**config.mk**
```make
export PLATFORM = sky130hd
export DESIGN_NAME = mouse_gesture_event_generator
export DESIGN_NICKNAME = d
export VERILOG_FILES = /design/src/rtl/mge_pkg.sv /design/src/rtl/mouse_gesture_event_generator.sv /design/src/rtl/mge_front.sv /design/src/rtl/mge_queue.sv /design/src/rtl/mge_back.sv
export SDC_FILE = /design/constraint.sdc
export NUM_CORES = 1
export LEC_CHECK = 0
export ABC_AREA = 1
export BUFFER_PORTS_ARGS = -buffer_cell sky130_fd_sc_hd__buf_2
export CAP_MARGIN = 15
export CORE_MARGIN = 4
export CORE_UTILIZATION = 60
export CTS_BUF_LIST = sky130_fd_sc_hd__clkbuf_8
export DETAILED_ROUTE_END_ITERATION = 12
export PLACE_DENSITY_LB_ADDON = 0.08
export SLEW_MARGIN = 20
export SYNTH_ARGS = -nofsm -noshare
export SYNTH_HDL_FRONTEND = slang
export SYNTH_SLANG_ARGS = --single-unit
```
**constraint.sdc**
```tcl
create_clock -name clock -period 20.5 [get_ports clock]
set_input_delay 5.125 -clock clock [delete_from_list [all_inputs] [get_ports clock]]
set_output_delay 5.125 -clock clock [all_outputs]
set_load 0.02 [all_outputs]
```
**src/rtl/mge_pkg.sv**
```systemverilog
`timescale 1ns / 1ps
// Shared types and constants of the mouse gesture event generator.
// No dependencies; used by every module of the block.
package mge_pkg;

   localparam int COORD_WIDTH  = 12;
   localparam int DELTA_WIDTH  = COORD_WIDTH + 1;
   localparam int BUTTON_COUNT = 3;
   localparam int MOD_WIDTH    = 3;
   localparam int TICK_WIDTH   = 32;
   localparam int WINDOW_WIDTH = 16;
   localparam int KIND_WIDTH   = 3;

   localparam int REQ_DATA_WIDTH = 64;
   localparam int RSP_DATA_WIDTH = 64;
   localparam int CSR_INDEX_WIDTH = 1;
   localparam int CSR_DATA_WIDTH  = WINDOW_WIDTH;

   localparam int QUEUE_DEPTH     = 4;
   localparam int QUEUE_PTR_WIDTH = $clog2(QUEUE_DEPTH);

   localparam logic [KIND_WIDTH-1:0] KIND_MOVE   = 3'd0;
   localparam logic [KIND_WIDTH-1:0] KIND_DOWN   = 3'd1;
   localparam logic [KIND_WIDTH-1:0] KIND_UP     = 3'd2;
   localparam logic [KIND_WIDTH-1:0] KIND_CLICK  = 3'd3;
   localparam logic [KIND_WIDTH-1:0] KIND_DOUBLE = 3'd4;

   localparam logic [CSR_INDEX_WIDTH-1:0] CSR_WINDOW   = 1'd0;
   localparam logic [CSR_INDEX_WIDTH-1:0] CSR_DISTANCE = 1'd1;

   localparam logic [WINDOW_WIDTH-1:0] WINDOW_RESET   = 16'd500;
   localparam logic [COORD_WIDTH-1:0]  DISTANCE_RESET = 12'd5;

   typedef logic [COORD_WIDTH-1:0]  coord_type;
   typedef logic [DELTA_WIDTH-1:0]  delta_type;
   typedef logic [BUTTON_COUNT-1:0] buttons_type;
   typedef logic [MOD_WIDTH-1:0]    mods_type;
   typedef logic [TICK_WIDTH-1:0]   tick_type;

   typedef struct packed {
      coord_type   x;
      coord_type   y;
      delta_type   dx;
      delta_type   dy;
      logic        move;
      buttons_type changed;
      buttons_type btns;
      mods_type    mods;
      tick_type    now;
   } entry_type;

endpackage

```
**src/rtl/mouse_gesture_event_generator.sv**
```systemverilog
`timescale 1ns / 1ps
// Mouse gesture event generator: turns mouse samples into move, button and click events.
// The first event of a sample is offered after the queue, the back end's sample register and the output register.
// The back end gives one event beat per cycle while the response output is not stalled.
// A four-entry queue lets the front end take a sample each cycle, while the queue is not full, as the back end works.
// Synchronous reset clears position, button and click state and loads register defaults.
module mouse_gesture_event_generator (
   input  logic                                clock,
   input  logic                                reset,
   input  logic                                req_tvalid,
   output logic                                req_tready,
   // present, x, y, buttons, modifiers, ticks (from bit 0 up), zero pad to 64
   input  logic [mge_pkg::REQ_DATA_WIDTH-1:0]  req_tdata,
   output logic                                rsp_tvalid,
   input  logic                                rsp_tready,
   // x, y, delta x, delta y, button, buttons now, modifiers (from bit 0 up), zero pad
   output logic [mge_pkg::RSP_DATA_WIDTH-1:0]  rsp_tdata,
   // event kind
   output logic [mge_pkg::KIND_WIDTH-1:0]      rsp_tuser,
   output logic                                rsp_tlast,
   input  logic                                csr_we,
   input  logic [mge_pkg::CSR_INDEX_WIDTH-1:0] csr_index,
   input  logic [mge_pkg::CSR_DATA_WIDTH-1:0]  csr_wdata
);

   logic [mge_pkg::WINDOW_WIDTH-1:0] window_ff;
   mge_pkg::coord_type               distance_ff;

   logic               q_push;
   logic               q_full;
   logic               q_pop;
   logic               q_valid;
   mge_pkg::entry_type push_entry;
   mge_pkg::entry_type head_entry;

   always_ff @(posedge clock) begin
      if (reset) begin
         window_ff   <= mge_pkg::WINDOW_RESET;
         distance_ff <= mge_pkg::DISTANCE_RESET;
      end else if (csr_we) begin
         if (csr_index == mge_pkg::CSR_WINDOW) begin
            window_ff <= csr_wdata[mge_pkg::WINDOW_WIDTH-1:0];
         end
         if (csr_index == mge_pkg::CSR_DISTANCE) begin
            distance_ff <= csr_wdata[mge_pkg::COORD_WIDTH-1:0];
         end
      end
   end

   mge_front u_front (
      .clock      (clock),
      .reset      (reset),
      .req_tvalid (req_tvalid),
      .req_tready (req_tready),
      .req_tdata  (req_tdata),
      .q_full     (q_full),
      .q_push     (q_push),
      .q_entry    (push_entry)
   );

   mge_queue u_queue (
      .clock      (clock),
      .reset      (reset),
      .push       (q_push),
      .push_entry (push_entry),
      .full       (q_full),
      .pop        (q_pop),
      .head_valid (q_valid),
      .head_entry (head_entry)
   );

   mge_back u_back (
      .clock      (clock),
      .reset      (reset),
      .q_valid    (q_valid),
      .q_entry    (head_entry),
      .q_pop      (q_pop),
      .window     (window_ff),
      .distance   (distance_ff),
      .rsp_tvalid (rsp_tvalid),
      .rsp_tready (rsp_tready),
      .rsp_tdata  (rsp_tdata),
      .rsp_tuser  (rsp_tuser),
      .rsp_tlast  (rsp_tlast)
   );

   // A click or a double-click is always followed by an up event of the same sample.
   assert property (@(posedge clock) disable iff (reset)
      rsp_tvalid && (rsp_tuser == mge_pkg::KIND_CLICK || rsp_tuser == mge_pkg::KIND_DOUBLE)
      |-> !rsp_tlast)
      else $error("click event marked as last of its sample");

   // Only move events carry deltas and they name no button.
   assert property (@(posedge clock) disable iff (reset)
      rsp_tvalid && rsp_tuser == mge_pkg::KIND_MOVE |-> rsp_tdata[52:50] == '0)
      else $error("move event names a button");

   assert property (@(posedge clock) disable iff (reset)
      rsp_tvalid && rsp_tuser != mge_pkg::KIND_MOVE
      |-> rsp_tdata[49:24] == '0 && $onehot(rsp_tdata[52:50]))
      else $error("button event with deltas or without a single button");

   // The queue never takes a sample while full.
   assert property (@(posedge clock) disable iff (reset)
      q_full |-> !q_push)
      else $error("sample pushed into a full queue");

endmodule

```
**src/rtl/mge_front.sv**
```systemverilog
`timescale 1ns / 1ps
// Front end: accepts mouse samples, tracks position and buttons, and queues work.
// Depends on mge_pkg.
module mge_front (
   input  logic                               clock,
   input  logic                               reset,
   input  logic                               req_tvalid,
   output logic                               req_tready,
   // present, x, y, buttons, modifiers, ticks (from bit 0 up), zero pad to 64
   input  logic [mge_pkg::REQ_DATA_WIDTH-1:0] req_tdata,
   input  logic                               q_full,
   output logic                               q_push,
   output mge_pkg::entry_type                 q_entry
);

   mge_pkg::coord_type   last_x_ff, last_x_in;
   mge_pkg::coord_type   last_y_ff, last_y_in;
   mge_pkg::buttons_type last_btns_ff, last_btns_in;

   logic                 present;
   logic                 accept;
   mge_pkg::coord_type   x;
   mge_pkg::coord_type   y;
   mge_pkg::buttons_type btns;

   assign present = req_tdata[0];
   assign x       = req_tdata[12:1];
   assign y       = req_tdata[24:13];
   assign btns    = req_tdata[27:25];

   assign req_tready = !q_full;
   assign accept     = req_tvalid && req_tready;

   always_comb begin
      q_entry.x       = x;
      q_entry.y       = y;
      q_entry.dx      = {1'b0, x} - {1'b0, last_x_ff};
      q_entry.dy      = {1'b0, y} - {1'b0, last_y_ff};
      q_entry.move    = (x != last_x_ff) || (y != last_y_ff);
      q_entry.changed = btns ^ last_btns_ff;
      q_entry.btns    = btns;
      q_entry.mods    = req_tdata[30:28];
      q_entry.now     = req_tdata[62:31];
      q_push = accept && present && (q_entry.move || (q_entry.changed != '0));
      last_x_in    = last_x_ff;
      last_y_in    = last_y_ff;
      last_btns_in = last_btns_ff;
      if (accept && present) begin
         last_x_in    = x;
         last_y_in    = y;
         last_btns_in = btns;
      end
   end

   always_ff @(posedge clock) begin
      if (reset) begin
         last_x_ff    <= '0;
         last_y_ff    <= '0;
         last_btns_ff <= '0;
      end else begin
         last_x_ff    <= last_x_in;
         last_y_ff    <= last_y_in;
         last_btns_ff <= last_btns_in;
      end
   end

endmodule

```
**src/rtl/mge_queue.sv**
```systemverilog
`timescale 1ns / 1ps
// Short queue of sample work between the front end and the event back end.
// Depends on mge_pkg.
module mge_queue (
   input  logic               clock,
   input  logic               reset,
   input  logic               push,
   input  mge_pkg::entry_type push_entry,
   output logic               full,
   input  logic               pop,
   output logic               head_valid,
   output mge_pkg::entry_type head_entry
);

   mge_pkg::entry_type                 slot_ff [mge_pkg::QUEUE_DEPTH];
   logic [mge_pkg::QUEUE_PTR_WIDTH-1:0] wr_ptr_ff, wr_ptr_in;
   logic [mge_pkg::QUEUE_PTR_WIDTH-1:0] rd_ptr_ff, rd_ptr_in;
   logic [mge_pkg::QUEUE_PTR_WIDTH:0]   count_ff, count_in;

   assign full       = count_ff == (mge_pkg::QUEUE_PTR_WIDTH + 1)'(mge_pkg::QUEUE_DEPTH);
   assign head_valid = count_ff != '0;
   assign head_entry = slot_ff[rd_ptr_ff];

   always_comb begin
      wr_ptr_in = push ? wr_ptr_ff + 1'b1 : wr_ptr_ff;
      rd_ptr_in = pop ? rd_ptr_ff + 1'b1 : rd_ptr_ff;
      count_in  = count_ff;
      if (push && !pop) begin
         count_in = count_ff + 1'b1;
      end else if (pop && !push) begin
         count_in = count_ff - 1'b1;
      end
   end

   always_ff @(posedge clock) begin
      if (push) begin
         slot_ff[wr_ptr_ff] <= push_entry;
      end
   end

   always_ff @(posedge clock) begin
      if (reset) begin
         wr_ptr_ff <= '0;
         rd_ptr_ff <= '0;
         count_ff  <= '0;
      end else begin
         wr_ptr_ff <= wr_ptr_in;
         rd_ptr_ff <= rd_ptr_in;
         count_ff  <= count_in;
      end
   end

endmodule

```
**src/rtl/mge_back.sv**
```systemverilog
`timescale 1ns / 1ps
// Back end: walks one queued sample per run, one event per beat, and keeps the click state.
// Depends on mge_pkg.
module mge_back (
   input  logic                               clock,
   input  logic                               reset,
   input  logic                               q_valid,
   input  mge_pkg::entry_type                 q_entry,
   output logic                               q_pop,
   input  logic [mge_pkg::WINDOW_WIDTH-1:0]   window,
   input  mge_pkg::coord_type                 distance,
   output logic                               rsp_tvalid,
   input  logic                               rsp_tready,
   // x, y, delta x, delta y, button, buttons now, modifiers (from bit 0 up), zero pad
   output logic [mge_pkg::RSP_DATA_WIDTH-1:0] rsp_tdata,
   // event kind
   output logic [mge_pkg::KIND_WIDTH-1:0]     rsp_tuser,
   output logic                               rsp_tlast
);

   localparam logic [1:0] SUB_CLICK  = 2'd0;
   localparam logic [1:0] SUB_DOUBLE = 2'd1;
   localparam logic [1:0] SUB_UP     = 2'd2;

   function automatic mge_pkg::coord_type abs_diff(mge_pkg::coord_type a, mge_pkg::coord_type b);
      abs_diff = (a >= b) ? a - b : b - a;
   endfunction

   mge_pkg::entry_type   cur_ff;
   logic                 busy_ff, busy_in;
   logic                 move_pend_ff, move_pend_in;
   mge_pkg::buttons_type rem_ff, rem_in;
   logic [1:0]           sub_ff, sub_in;
   mge_pkg::tick_type    click_time_ff, click_time_in;
   mge_pkg::coord_type   click_x_ff, click_x_in;
   mge_pkg::coord_type   click_y_ff, click_y_in;
   logic                 out_valid_ff;
   logic [mge_pkg::RSP_DATA_WIDTH-1:0] out_data_ff;
   logic [mge_pkg::KIND_WIDTH-1:0]     out_kind_ff;
   logic                 out_last_ff;

   logic                          adv;
   logic                          emit;
   logic                          done;
   logic                          load;
   mge_pkg::buttons_type          btn_bit;
   mge_pkg::buttons_type          rest;
   logic                          pressed;
   logic                          dbl_hit;
   mge_pkg::tick_type             elapsed;
   logic [mge_pkg::KIND_WIDTH-1:0] ev_kind;
   mge_pkg::buttons_type          ev_mask;
   mge_pkg::delta_type            ev_dx;
   mge_pkg::delta_type            ev_dy;
   logic                          ev_last;

   assign adv     = !out_valid_ff || rsp_tready;
   assign emit    = busy_ff && adv;
   assign done    = emit && ev_last;
   assign load    = q_valid && (!busy_ff || done);
   assign q_pop   = load;
   assign btn_bit = rem_ff & (~rem_ff + 1'b1);
   assign rest    = rem_ff & ~btn_bit;
   assign pressed = (cur_ff.btns & btn_bit) != '0;
   assign elapsed = cur_ff.now - click_time_ff;
   assign dbl_hit = (elapsed < {{(mge_pkg::TICK_WIDTH - mge_pkg::WINDOW_WIDTH){1'b0}}, window})
                    && (abs_diff(cur_ff.x, click_x_ff) < distance)
                    && (abs_diff(cur_ff.y, click_y_ff) < distance);

   always_comb begin
      ev_kind       = mge_pkg::KIND_UP;
      ev_mask       = btn_bit;
      ev_dx         = '0;
      ev_dy         = '0;
      ev_last       = 1'b0;
      move_pend_in  = move_pend_ff;
      rem_in        = rem_ff;
      sub_in        = sub_ff;
      click_time_in = click_time_ff;
      click_x_in    = click_x_ff;
      click_y_in    = click_y_ff;
      if (move_pend_ff) begin
         ev_kind      = mge_pkg::KIND_MOVE;
         ev_mask      = '0;
         ev_dx        = cur_ff.dx;
         ev_dy        = cur_ff.dy;
         ev_last      = rem_ff == '0;
         move_pend_in = 1'b0;
      end else if (pressed) begin
         ev_kind = mge_pkg::KIND_DOWN;
         ev_last = rest == '0;
         rem_in  = rest;
      end else begin
         unique case (sub_ff)
            SUB_CLICK: begin
               ev_kind = mge_pkg::KIND_CLICK;
               if (dbl_hit) begin
                  click_time_in = '0;
                  sub_in        = SUB_DOUBLE;
               end else begin
                  click_time_in = cur_ff.now;
                  click_x_in    = cur_ff.x;
                  click_y_in    = cur_ff.y;
                  sub_in        = SUB_UP;
               end
            end
            SUB_DOUBLE: begin
               ev_kind = mge_pkg::KIND_DOUBLE;
               sub_in  = SUB_UP;
            end
            SUB_UP: begin
               ev_kind = mge_pkg::KIND_UP;
               ev_last = rest == '0;
               rem_in  = rest;
               sub_in  = SUB_CLICK;
            end
            default: begin
               sub_in = SUB_CLICK;
            end
         endcase
      end
      busy_in = busy_ff;
      if (load) begin
         busy_in = 1'b1;
      end else if (done) begin
         busy_in = 1'b0;
      end
   end

   always_ff @(posedge clock) begin
      if (reset) begin
         busy_ff       <= 1'b0;
         move_pend_ff  <= 1'b0;
         rem_ff        <= '0;
         sub_ff        <= SUB_CLICK;
         click_time_ff <= '0;
         click_x_ff    <= '0;
         click_y_ff    <= '0;
         out_valid_ff  <= 1'b0;
      end else begin
         busy_ff <= busy_in;
         if (emit) begin
            move_pend_ff  <= move_pend_in;
            rem_ff        <= rem_in;
            sub_ff        <= sub_in;
            click_time_ff <= click_time_in;
            click_x_ff    <= click_x_in;
            click_y_ff    <= click_y_in;
         end
         if (load) begin
            move_pend_ff <= q_entry.move;
            rem_ff       <= q_entry.changed;
            sub_ff       <= SUB_CLICK;
         end
         if (adv) begin
            out_valid_ff <= busy_ff;
         end
      end
   end

   always_ff @(posedge clock) begin
      if (load) begin
         cur_ff <= q_entry;
      end
      if (emit) begin
         out_data_ff <= {5'b0, cur_ff.mods, cur_ff.btns, ev_mask, ev_dy, ev_dx,
                         cur_ff.y, cur_ff.x};
         out_kind_ff <= ev_kind;
         out_last_ff <= ev_last;
      end
   end

   assign rsp_tvalid = out_valid_ff;
   assign rsp_tdata  = out_data_ff;
   assign rsp_tuser  = out_kind_ff;
   assign rsp_tlast  = out_last_ff;

endmodule

```
==> results.sh, run 1 <==
export IMPL_cts_resized=0
export IMPL_final_setup_tns_ns=0
export IMPL_grt_max_degree=116
export IMPL_clk_pin_slew_worst_paths_ns=0.06
export IMPL_ys_ff_latch=647
export IMPL_warnings_synthesis=0
export IMPL_max_slew_margin_pct=29.53
export IMPL_tightest_slew_ns=1.054
export IMPL_floorplan_core_area_um2=48950
export IMPL_grt_pass1_wl_mm=108.9
export IMPL_drt_wirelength_per_cell_um=17.93
export IMPL_netlist_cell_type_count=46
export IMPL_cts_hold_fix_buffers=0
export IMPL_fin_skew_ns=0.03482
export IMPL_postCtsSetupBuffers=0
export IMPL_finalCritPeriodShare_pct=39.29
export IMPL_net_switching_power_mw=2.367
export IMPL_global_route_usage_total_pct=25.75
export IMPL_cell_with_the_largest_stage_delay_on_the_worst_path="nor2_4"
export IMPL_power_per_cell_area_nw_per_um2=169.0
export IMPL_outcome="complete, no violations"
export IMPL_drtIter0Drc=1619
export IMPL_flow_area_growth_from_synthesis_pct=11.18
export IMPL_type_of_the_most_critical_hold_path="register to register"
export IMPL_timing_final_crit_period_ns=8.054
export IMPL_r2r_worst_path_cells=26
export IMPL_floorplan_rows=81
export IMPL_synth_edff_count=519
export IMPL_hold_depth=0
export IMPL_cp_buffers_inverters=3
export IMPL_share_of_cells_above_drive_strength_1_pct=10.21
export IMPL_grt_setup_unrepaired="false"
export IMPL_p_leak_nw=13.58
export IMPL_design_final_nets=3324
export IMPL_critPathArrivalTime_ns=8.36
export IMPL_critical_path_startpoint_type="input pin"
export IMPL_cts_tree="built"
export IMPL_start_util_pct=60.76
export IMPL_vias_post_dr=21010
export IMPL_final_hold_viol_count=0
export IMPL_detail_route_vias_per_cell=5.466
export IMPL_vdd_ir_drop_max_mv=0.1164
export IMPL_achievable_frequency_mhz=124.2
export IMPL_post_synth_instance_area_um2=29740
export IMPL_timing_critical_path_max_delay_family="simple AND/OR/NAND/NOR gates"
export IMPL_p_comb_share_pct=45.3
export IMPL_clock_latency_ns=0.71
export IMPL_internal_power_mw=3.223
export IMPL_cpMostUsedCell="nand2_1"
export IMPL_io_buffer_count=149
export IMPL_cp_data_required_time_ns=20.80
export IMPL_hpwlAfterDp_mm=44.42
export IMPL_power_switching_fraction_pct=42.34
export IMPL_route_antenna_remaining_nets=0
export IMPL_tritoncts_num_sinks=647
export IMPL_largest_fanout_on_the_critical_path=63
export IMPL_avgSynthCellArea_um2=10.14
export IMPL_post_route_util_pct=67.55
export IMPL_die_area_um2=53190
export IMPL_cts_buffers=101
export IMPL_finalSetupViolations=0
export IMPL_layout_cells_most_common="edfxtp_1"
export IMPL_initial_antenna_violation_count=10
export IMPL_critPathMaxStageDelay_ns=0.91
export IMPL_setup_worst_path_class="input pin to register"
export IMPL_mostFrequentLayoutCells="edfxtp_1, nand2_1, inv_1"
export IMPL_ys_flop_type="edfxtp_1"
export IMPL_drt_wl_total_mm=68.90
export IMPL_detail_route_first_pass_iterations=5
export IMPL_via_count_of_the_first_global_routing_pass=20590
export IMPL_io_pin_count=156
export IMPL_end_kind="register"
export IMPL_share_seq_of_total_power_pct=35.1
export IMPL_final_max_slew_viol_count=0
export IMPL_fp_dieW_um=230.6
export IMPL_overflow=0
export IMPL_cts_root_to_sink_buffers=3
export IMPL_cap_violations=0
export IMPL_h_tree_depth=3
export IMPL_floorplan_die_height_um=230.6
export IMPL_crit_path_cell_trace="buf_2 -> ha_1 -> nand2_1 -> nor2_1 -> inv_1 -> nor2_1 -> nand4_1 -> nor4_1 -> nand2_1 -> nand2_1 -> nor2_4 -> buf_4"
export IMPL_postSynthCellCount=2933
export IMPL_pwr_share_clk_pct=19.5
export IMPL_async_flop_share_pct=0
export IMPL_cp_num_cells=12
export IMPL_finalWeightedCongestion=0.8921
export IMPL_seq_area_frac_synth_pct=61.02
export IMPL_cts_root_buffer_cell="clkbuf_8"
export IMPL_drt_drc_violations_left=0
-- layout make-up --
| type | count | area (um2) |
|---|---|---|
| Antenna cell | 6 | 15.01 |
| Clock buffer | 114 | 1569 |
| Clock inverter | 75 | 496.7 |
| Fill cell | 3864 | 15880 |
| Inverter | 383 | 1446 |
| Multi-Input combinational cell | 1790 | 9698 |
| Sequential cell | 647 | 18150 |
| Tap cell | 664 | 830.8 |
| Timing Repair Buffer | 164 | 858.3 |
-- cell families after synthesis --
logic type,share of synthesized area [%]
xor gates and xnor gates,1.767
muxes,0.06731
and+or+nand+nor,12.79
adders and majority gates,6.554
AOI/OAI and AO/OA,11.25
buffers and inverters,6.542
other,0.01261
DFF,61.02
-- power by group through the flow --
stage               sequential [mW]  combinational, mW  clock (mW)
floorplan                      1.97               1.83           0
global placement               1.98               2.46           0
detailed placement             1.99               2.53           0
CTS                            1.96               2.54        1.11
global route                   1.99               2.91        1.18
finish                         1.96               2.53        1.09
-- synth_stat cells, drive strengths merged, types with 4 or more instances --
master | instances | area, um2
o22ai | 93 | 581.8
nand3 | 116 | 585.6
nand4 | 10 | 62.56
o21bai | 4 | 30.03
nand2 | 479 | 1813
a21oi | 210 | 1051
and2 | 5 | 33.78
inv | 381 | 1430
a31oi | 5 | 31.28
edfxtp | 519 | 15580
ha | 143 | 1789
buf | 23 | 155.1
o211ai | 9 | 67.56
clkbuf | 94 | 352.8
xor2 | 41 | 359.1
nor2 | 308 | 1164
o21ai | 292 | 1461
fa | 8 | 160.2
dfxtp | 128 | 2562
nor3 | 17 | 85.08
xnor2 | 19 | 166.4
-- routing by layer --
layer / share of wire (%) / track usage [%]
met5: 0.049 / 0
met4: 2.6 / 7.912
met3: 6.5 / 5.010
met2: 46 / 41.67
met1: 45 / 35.77
-- final timing paths --
| path | startpoint | endpoint | slack [ns] |
|---|---|---|---|
| worst max-delay path | req_tdata[8] | u_queue.slot_ff[3][88] | 12.45 |
| worst min-delay path | u_back.cur_ff[33] | u_back.rsp_tdata[57] | 0.42 |
| worst max register to register | u_back.cur_ff[68] | u_back.click_y_ff[0] | 15.00 |
| worst min register to register | u_back.cur_ff[33] | u_back.rsp_tdata[57] | 0.42 |
-- worst reg2reg max path, cell delays in order, from the launching register on --
cell	delay [ns]
edfxtp_1	0.45
inv_1	0.11
ha_1	0.20
inv_1	0.07
fa_1	0.38
nand2_1	0.11
nand2_1	0.10
nand3_1	0.09
nand3_1	0.40
inv_1	0.40
o31ai_1	0.13
nand2_1	0.09
xnor2_1	0.17
inv_1	0.09
ha_1	0.29
nand2_1	0.13
nand2_1	0.07
nor3_1	0.35
nand2_1	0.09
nor2_1	0.09
nand2_1	0.06
nor2_1	0.08
nand3_1	0.15
nor2_2	0.26
nand2_4	0.50
a21oi_1	0.45
nor2_1	0.07
-- registers in the layout (all words and copies together), names as in the netlist, named ones only --
| register | flops |
|---|---|
| u_back.rsp_tdata | 59 |
| u_front.last_x_ff | 12 |
| window_ff | 16 |
| u_back.sub_ff | 2 |
| u_back.click_y_ff | 12 |
| u_back.rsp_tuser | 3 |
| u_back.click_time_ff | 32 |
| u_front.last_btns_ff | 3 |
| u_back.move_pend_ff | 1 |
| u_queue.count_ff | 3 |
| u_back.rem_ff | 3 |
| u_back.cur_ff | 88 |
| u_queue.slot_ff | 368 |
| u_back.click_x_ff | 12 |
| u_queue.wr_ptr_ff | 2 |
| u_back.rsp_tvalid | 1 |
| u_front.last_y_ff | 12 |
| u_back.rsp_tlast | 1 |
| u_back.busy_ff | 1 |
| u_queue.rd_ptr_ff | 2 |
| distance_ff | 12 |
-- through the flow --
step	instance area (um2)	hold WS, ns	setup WS [ns]	std cells	power, mW
after floorplan	29760	0.4003	10.12	2937	3.798
after global placement	30980	0.4044	11.75	3648	4.442
after detailed placement	30980	0.4057	11.71	3648	4.515
after CTS	33050	0.4201	12.47	3837	5.617
after global routing	33060	0.4277	12.28	3841	6.082
final	33070	0.4233	12.45	3843	5.590
No activity file was read; power rests on OpenSTA's default activity.
==> inputs of run 2 (changes only) <==
CORE_UTILIZATION = 57   (was 60)
clock period = 6.7 ns   (was 20.5 ns; I/O delays follow)
==> run 2 against run 1 <==
Net effect:
- setup slack got worse by 11 ns
- first-iteration DRC count decreased by 16%
- non-clock buffer count increased by 1
- critical path type is now register to register
- largest power group unchanged
==> results.sh, run 2 (synthesized netlist as in run 1, its figures left out) <==
export IMPL_setup_worst_path_class="register to register"
export IMPL_finalSetupViolations=0
export IMPL_net_switching_power_mw=7.196
export IMPL_finalInstanceArea_um2=33100
export IMPL_share_seq_of_total_power_pct=34.9
export IMPL_cap_violations=0
export IMPL_p_leak_nw=13.62
export IMPL_tritoncts_num_sinks=647
export IMPL_critPathArrivalTime_ns=5.85
export IMPL_p_comb_share_pct=45.9
export IMPL_initial_antenna_violation_count=9
export IMPL_cts_tree="built"
export IMPL_internal_power_mw=9.819
export IMPL_power_mw=17.02
export IMPL_h_tree_depth=3
export IMPL_floorplan_core_area_um2=51510
export IMPL_clk_pin_slew_worst_paths_ns=0.06
export IMPL_clock_latency_ns=0.70
export IMPL_pwr_share_clk_pct=19.2
export IMPL_hpwlAfterDp_mm=44.94
export IMPL_vdd_ir_drop_max_mv=0.3085
export IMPL_critical_path_startpoint_type="register"
export IMPL_placed_cell_area_um2=31050
export IMPL_cts_buffers=101
export IMPL_start_util_pct=57.74
export IMPL_grt_pass1_wl_mm=109.1
export IMPL_power_switching_fraction_pct=42.29
export IMPL_io_buffer_count=149
export IMPL_largest_register="u_queue.slot_ff"
export IMPL_max_slew_margin_pct=25.10
export IMPL_power_per_cell_area_nw_per_um2=514.0
export IMPL_r2r_worst_path_cells=26
export IMPL_overflow=0
export IMPL_global_route_usage_total_pct=24.47
export IMPL_flow_area_growth_from_synthesis_pct=11.30
export IMPL_cts_root_to_sink_buffers=3
export IMPL_achievable_frequency_mhz=189.2
export IMPL_grt_setup_unrepaired="false"
export IMPL_fin_skew_ns=0.03562
export IMPL_layout_cells_most_common="edfxtp_1"
export IMPL_drt_wl_total_mm=69.78
export IMPL_drtIter0Drc=1365
export IMPL_final_max_slew_viol_count=0
export IMPL_route_antenna_remaining_nets=0
export IMPL_postCtsSetupBuffers=0
export IMPL_tightest_slew_ns=1.123
export IMPL_beginning_of_the_critical_path="u_back.cur_ff[68]"
export IMPL_detail_route_first_pass_iterations=5
export IMPL_final_seq_area_um2=18150
export IMPL_cts_hold_fix_buffers=0
export IMPL_cts_resized=0
export IMPL_crit_reg2reg_launch="u_back.cur_ff[68]"
export IMPL_number_of_non_filler_instances_in_the_completed_layout=3865
export IMPL_finalWeightedCongestion=0.8901
export IMPL_end_kind="register"
export IMPL_final_hold_viol_count=0
export IMPL_floorplan_rows=83
export IMPL_fp_dieW_um=236.4
export IMPL_drt_wirelength_per_cell_um=18.05
export IMPL_die_area_um2=55900
export IMPL_vias_post_dr=21000
export IMPL_endpoint_of_the_worst_setup_timing_path="u_back.click_x_ff[7]"
export IMPL_timing_final_crit_period_ns=5.286
export IMPL_cp_data_required_time_ns=7.27
export IMPL_setup_reg_to_reg_worst_slack_ns=1.41
export IMPL_mostFrequentLayoutCells="edfxtp_1, nand2_1, inv_1"
export IMPL_design_final_nets=3325
export IMPL_share_of_cells_above_drive_strength_1_pct=10.01
export IMPL_grt_max_degree=106
export IMPL_io_pin_count=156
export IMPL_post_place_cells=3665
export IMPL_cts_root_buffer_cell="clkbuf_8"
export IMPL_largest_fanout_on_the_critical_path=80
export IMPL_floorplan_die_height_um=236.4
export IMPL_outcome="complete, no violations"
export IMPL_hold_slack_ns=0.4258
export IMPL_rr_endpoint="u_back.click_x_ff[7]"
export IMPL_type_of_the_most_critical_hold_path="register to register"
export IMPL_finalCritPeriodShare_pct=78.89
export IMPL_via_count_of_the_first_global_routing_pass=20420
export IMPL_largest_reg_flops=368
export IMPL_layout_filler_cells=4167
export IMPL_detail_route_vias_per_cell=5.434
export IMPL_multi_input_gate_area_in_the_final_layout_um2=9698
export IMPL_drt_drc_violations_left=0
==> run 2: metal layers <==
| layer | global-route usage [%] | part of all wire (%) | vias up |
|---|---|---|---|
| li1 | - | - | 10330 |
| met1 | 34.35 | 45 | 10010 |
| met2 | 39.35 | 46 | 547 |
| met3 | 4.922 | 6.2 | 119 |
| met4 | 6.706 | 2.2 | 2 |
| met5 | 0 | 0.019 | - |
==> run 2: layout make-up <==
| cell class | count | share of cell area (%) |
|---|---|---|
| sequential | 647 | 54.84 |
| multi-input combinational | 1790 | 29.30 |
| clock inverter | 78 | 1.383 |
| tap | 680 | 2.570 |
| antenna | 8 | 0.06048 |
| clock buffer | 114 | 4.740 |
| timing repair buffer | 165 | 2.729 |
| inverter | 383 | 4.377 |
==> run 2: worst min-delay path by stage <==
stage | start | end | slack (ns) | depth (start not counted)
6_report | u_back.cur_ff[34] | u_back.rsp_tdata[58] | 0.43 | 0
3_3_place_gp | u_back.cur_ff[32] | u_back.rsp_tdata[56] | 0.40 | 0
5_1_grt | u_back.cur_ff[34] | u_back.rsp_tdata[58] | 0.43 | 0
3_5_place_dp | u_back.cur_ff[32] | u_back.rsp_tdata[56] | 0.41 | 0
2_1_floorplan | u_back.cur_ff[32] | u_back.rsp_tdata[56] | 0.40 | 0
4_1_cts | u_back.cur_ff[32] | u_back.rsp_tdata[56] | 0.42 | 0
==> run 2: power groups by stage <==
| stage | clock network, mW | registers, mW | logic, mW |
|---|---|---|---|
| final | 3.27 | 5.94 | 7.81 |
| after global routing | 3.52 | 6.01 | 9.00 |
| after CTS | 3.33 | 5.94 | 7.85 |
| after detailed placement | 0 | 6.01 | 7.81 |
| after global placement | 0 | 5.99 | 7.62 |
| after floorplan | 0 | 6.03 | 5.59 |
==> run 2: per-stage QoR <==
| step | setup TNS, ns | setup slack, ns | utilization, % |
|---|---|---|---|
| floorplan | -84.08 | -0.2285 | - |
| detailed placement | 0 | 1.477 | 60.28 |
| finish | 0 | 1.414 | 64.26 |
| CTS | 0 | 1.458 | 64.21 |
| global placement | 0 | 1.481 | 60.28 |
| global route | 0 | 0.8022 | 64.24 |
==> run 2: worst max-delay path, stage by stage, from the launching register on <==
cell	delay, ns
edfxtp_1	0.44
inv_1	0.10
ha_1	0.20
inv_1	0.07
fa_1	0.37
nand2_1	0.10
nand2_1	0.09
nand3_1	0.09
nand3_1	0.39
inv_1	0.38
o31ai_1	0.13
nand2_1	0.09
xnor2_1	0.15
inv_1	0.07
ha_1	0.29
nand2_1	0.11
nand2_1	0.06
nor3_1	0.30
nand2_1	0.10
nor2_1	0.12
nand2_1	0.07
nor2_1	0.09
nand3_1	0.16
nor2_2	0.19
nand2_4	0.44
a21oi_1	0.35
nor2_1	0.06
==> inputs of run 3 (changes only) <==
ABC_AREA = 0   (was 1)
clock period = 4.35 ns   (was 6.7 ns; I/O delays follow)
==> run 3 against run 2 <==
Net effect:
- final cell count is 16% lower
- critical path type unchanged
- clock power increased by 69%
- clock skew down 0.0033 ns
- utilization grew 4.7 points
- setup slack got worse by 2.9 ns
- the run now ends with negative setup slack left
- highest routed layer unchanged
- maximum frequency fell by 8.7%
- first-iteration DRC count shrank 11%
- combinational power up 75%
- critical path depth increased by 1
==> results.sh, run 3 <==
export IMPL_setup_reg_to_reg_worst_slack_ns=-1.44
export IMPL_ys_flop_type="edfxtp_1"
export IMPL_final_hold_viol_count=0
export IMPL_vdd_ir_drop_max_mv=0.4470
export IMPL_largest_register="u_queue.slot_ff"
export IMPL_timing_final_ws_setup_ns=-1.442
export IMPL_ys_ff_latch=647
export IMPL_mostFrequentLayoutCells="edfxtp_1, buf_4, nand2_1"
export IMPL_power_per_cell_area_nw_per_um2=819.1
export IMPL_most_area_hungry_cell_type_in_the_yosys_netlist="edfxtp_1"
export IMPL_share_seq_of_total_power_pct=32.1
export IMPL_cts_root_buffer_cell="clkbuf_8"
export IMPL_flow_area_growth_from_synthesis_pct=19.98
export IMPL_synthSimpleGateAreaFrac_pct=6.827
export IMPL_timing_critical_path_max_delay_family="compound AO/OA/AOI/OAI gates"
export IMPL_p_comb_share_pct=48.3
export IMPL_die_area_um2=54140
export IMPL_final_seq_area_um2=18150
export IMPL_cp_buffers_inverters=4
export IMPL_design_final_nets=2723
export IMPL_pre_cts_ws_ns=-1.361
export IMPL_layout_filler_cells=3628
export IMPL_floorplan_core_area_um2=50070
export IMPL_finalWeightedCongestion=0.9149
export IMPL_netlist_cell_type_count=76
export IMPL_grt_pass1_wl_mm=104.3
export IMPL_cts_hold_fix_buffers=0
export IMPL_postSynthCellCount=2073
export IMPL_complex_gate_fraction_of_the_synthesized_area_pct=9.009
export IMPL_post_synth_instance_area_um2=28780
export IMPL_critical_path_startpoint_type="register"
export IMPL_leading_cell_types_by_total_area_after_synthesis="edfxtp_1, dfxtp_1, mux4_2, ha_1, nand2_1"
export IMPL_yosys_area_share_adder_pct=6.775
export IMPL_outcome="finished, violations left"
export IMPL_tritoncts_num_sinks=647
export IMPL_final_max_slew_viol_count=0
export IMPL_max_slew_margin_pct=27.87
export IMPL_power_switching_fraction_pct=36.96
export IMPL_synth_top_cells_by_count="edfxtp_1, nand2_1, inv_1"
export IMPL_drtIter0Drc=1220
export IMPL_async_flop_share_pct=0
export IMPL_cap_violations=0
export IMPL_via_count_of_the_first_global_routing_pass=18610
export IMPL_floorplan_die_height_um=232.7
export IMPL_post_synth_top_count_cell="edfxtp_1"
export IMPL_cts_tree="built"
export IMPL_seq_area_frac_synth_pct=63.07
export IMPL_p_leak_nw=13.15
export IMPL_drt_wirelength_per_cell_um=20.56
export IMPL_groute_layer_met2_usage_pct=40.76
export IMPL_cts_buffers=101
export IMPL_cpMostUsedCell="a21o_1"
export IMPL_final_setup_tns_ns=-80.54
export IMPL_cell_with_the_largest_stage_delay_on_the_worst_path="or4_4"
export IMPL_h_tree_depth=3
export IMPL_post_route_util_pct=68.95
export IMPL_share_of_cells_above_drive_strength_1_pct=26.61
export IMPL_drt_drc_violations_left=0
export IMPL_synth_top_family_by_area="compound AO/OA/AOI/OAI gates"
export IMPL_detail_route_vias_per_cell=5.621
export IMPL_drt_wl_total_mm=66.87
export IMPL_largest_reg_flops=368
export IMPL_synth_xor_xnor_area_share_pct=1.887
export IMPL_layout_cells_most_common="edfxtp_1"
export IMPL_synth_edff_count=519
export IMPL_initial_antenna_violation_count=9
export IMPL_grtUsageMet3_pct=5.130
export IMPL_setup_worst_path_class="register to register"
export IMPL_violations_in_the_final_reports="negative setup slack"
export IMPL_finalCritPeriodShare_pct=133.1
export IMPL_finalInstanceArea_um2=34520
export IMPL_finalSetupViolations=58
export IMPL_start_util_pct=57.47
export IMPL_internal_power_mw=17.83
export IMPL_floorplan_rows=82
export IMPL_avgSynthCellArea_um2=13.88
export IMPL_placed_cell_area_um2=32010
export IMPL_route_antenna_remaining_nets=0
export IMPL_grt_setup_unrepaired="true"
export IMPL_io_pin_count=156
export IMPL_clock_latency_ns=0.70
export IMPL_overflow=0
export IMPL_achievable_frequency_mhz=172.7
export IMPL_net_switching_power_mw=10.45
export IMPL_detail_route_first_pass_iterations=6
export IMPL_hpwlAfterDp_mm=46.24
export IMPL_gr_usage_met1_pct=34.87
export IMPL_global_route_usage_total_pct=24.97
export IMPL_cp_data_required_time_ns=4.91
export IMPL_vias_post_dr=18280
export IMPL_fp_dieW_um=232.7
export IMPL_type_of_the_most_critical_hold_path="register to register"
export IMPL_grt_busiest_layer="met2"
export IMPL_warnings_synthesis=0
export IMPL_io_buffer_count=149
export IMPL_cts_root_to_sink_buffers=3
export IMPL_end_kind="register"
export IMPL_largest_fanout_on_the_critical_path=16
export IMPL_power_mw=28.28
export IMPL_grt_max_degree=66
export IMPL_synth_largest_type_area_fraction_pct=54.16
export IMPL_critPathArrivalTime_ns=6.35
export IMPL_tightest_slew_ns=1.082
export IMPL_multi_input_gate_area_in_the_final_layout_um2=9782
export IMPL_timing_final_crit_period_ns=5.792
export IMPL_synth_area_mux_share_pct=8.788
export IMPL_pwr_share_clk_pct=19.6
export IMPL_fin_skew_ns=0.03230
export IMPL_clk_pin_slew_worst_paths_ns=0.06
export IMPL_critPathMaxStageDelay_ns=0.56
## run 3: path summary, 6_finish.rpt
check / start / endpoint / cells past startpoint
worst max register to register: u_back.cur_ff[80] / u_back.click_time_ff[23] / 27
worst min-delay path: u_back.cur_ff[34] / u_back.rsp_tdata[58] / 0
worst max-delay path: u_back.cur_ff[80] / u_back.click_time_ff[23] / 27
worst min register to register: u_back.cur_ff[34] / u_back.rsp_tdata[58] / 0
## run 3: layout make-up
cell class	count	share of cell area, %
Sequential cell	647	52.59
Multi-Input combinational cell	1173	28.33
Timing Repair Buffer	389	8.183
Clock buffer	117	4.664
Tap cell	672	2.435
Inverter	174	1.899
Clock inverter	74	1.856
Antenna cell	6	0.04349
## run 3: cells by family (layout without fill, tap and decap cells)
logic type / Yosys count / in the layout
buf+inv: 260 / 754
simple gates: 426 / 429
fa+ha+maj: 151 / 151
mux: 137 / 137
xor+xnor: 62 / 62
compound gates: 389 / 389
other cells: 1 / 11
flops: 647 / 647
## run 3: routing by layer
metal	vias to the layer above	part of all wire (%)
met3	96	5.6
li1	8591	-
met5	-	0.051
met2	418	48
met4	6	1.8
met1	9167	44
## run 3: power groups by stage
stage	Clock [mW]	Combinational, mW	Sequential [mW]
6_report	5.54	13.7	9.07
5_1_grt	5.96	15.1	9.19
4_1_cts	5.67	13.4	9.09
3_5_place_dp	0	13.1	9.20
3_3_place_gp	0	12.9	9.16
2_1_floorplan	0	8.07	9.17
## run 3: timing repair
| action | in CTS | in global routing |
|---|---|---|
| gates cloned | 5 | 0 |
| gates resized for setup | 4 | 11 |
| buffers inserted | 6 | 4 |
| endpoints found under the setup margin | 58 | 58 |
| pin swaps | 2 | 17 |
## run 3: worst reg2reg max path, stage by stage, from the launching register on
cell	delay [ns]
edfxtp_1	0.39
inv_1	0.07
ha_2	0.16
inv_2	0.05
fa_2	0.39
a21o_1	0.19
a21o_1	0.16
a21o_1	0.16
a21oi_2	0.16
nor2b_2	0.07
o21ai_2	0.19
a21oi_4	0.11
a2111oi_4	0.39
a31oi_4	0.05
xor2_1	0.15
ha_1	0.29
and3_4	0.19
nor4_4	0.14
o211ai_1	0.14
or4_4	0.56
a2111oi_4	0.29
o2111ai_2	0.17
a2111o_1	0.41
nor4_4	0.16
buf_4	0.17
nor2b_4	0.06
buf_12	0.15
a32o_1	0.26
## run 3: through the flow
stage               cells  hold WS [ns]
global route         3249        0.4297
detailed placement   3041        0.4054
CTS                  3243        0.4219
floorplan            2077        0.4003
finish               3252        0.4166
global placement     3041        0.4059
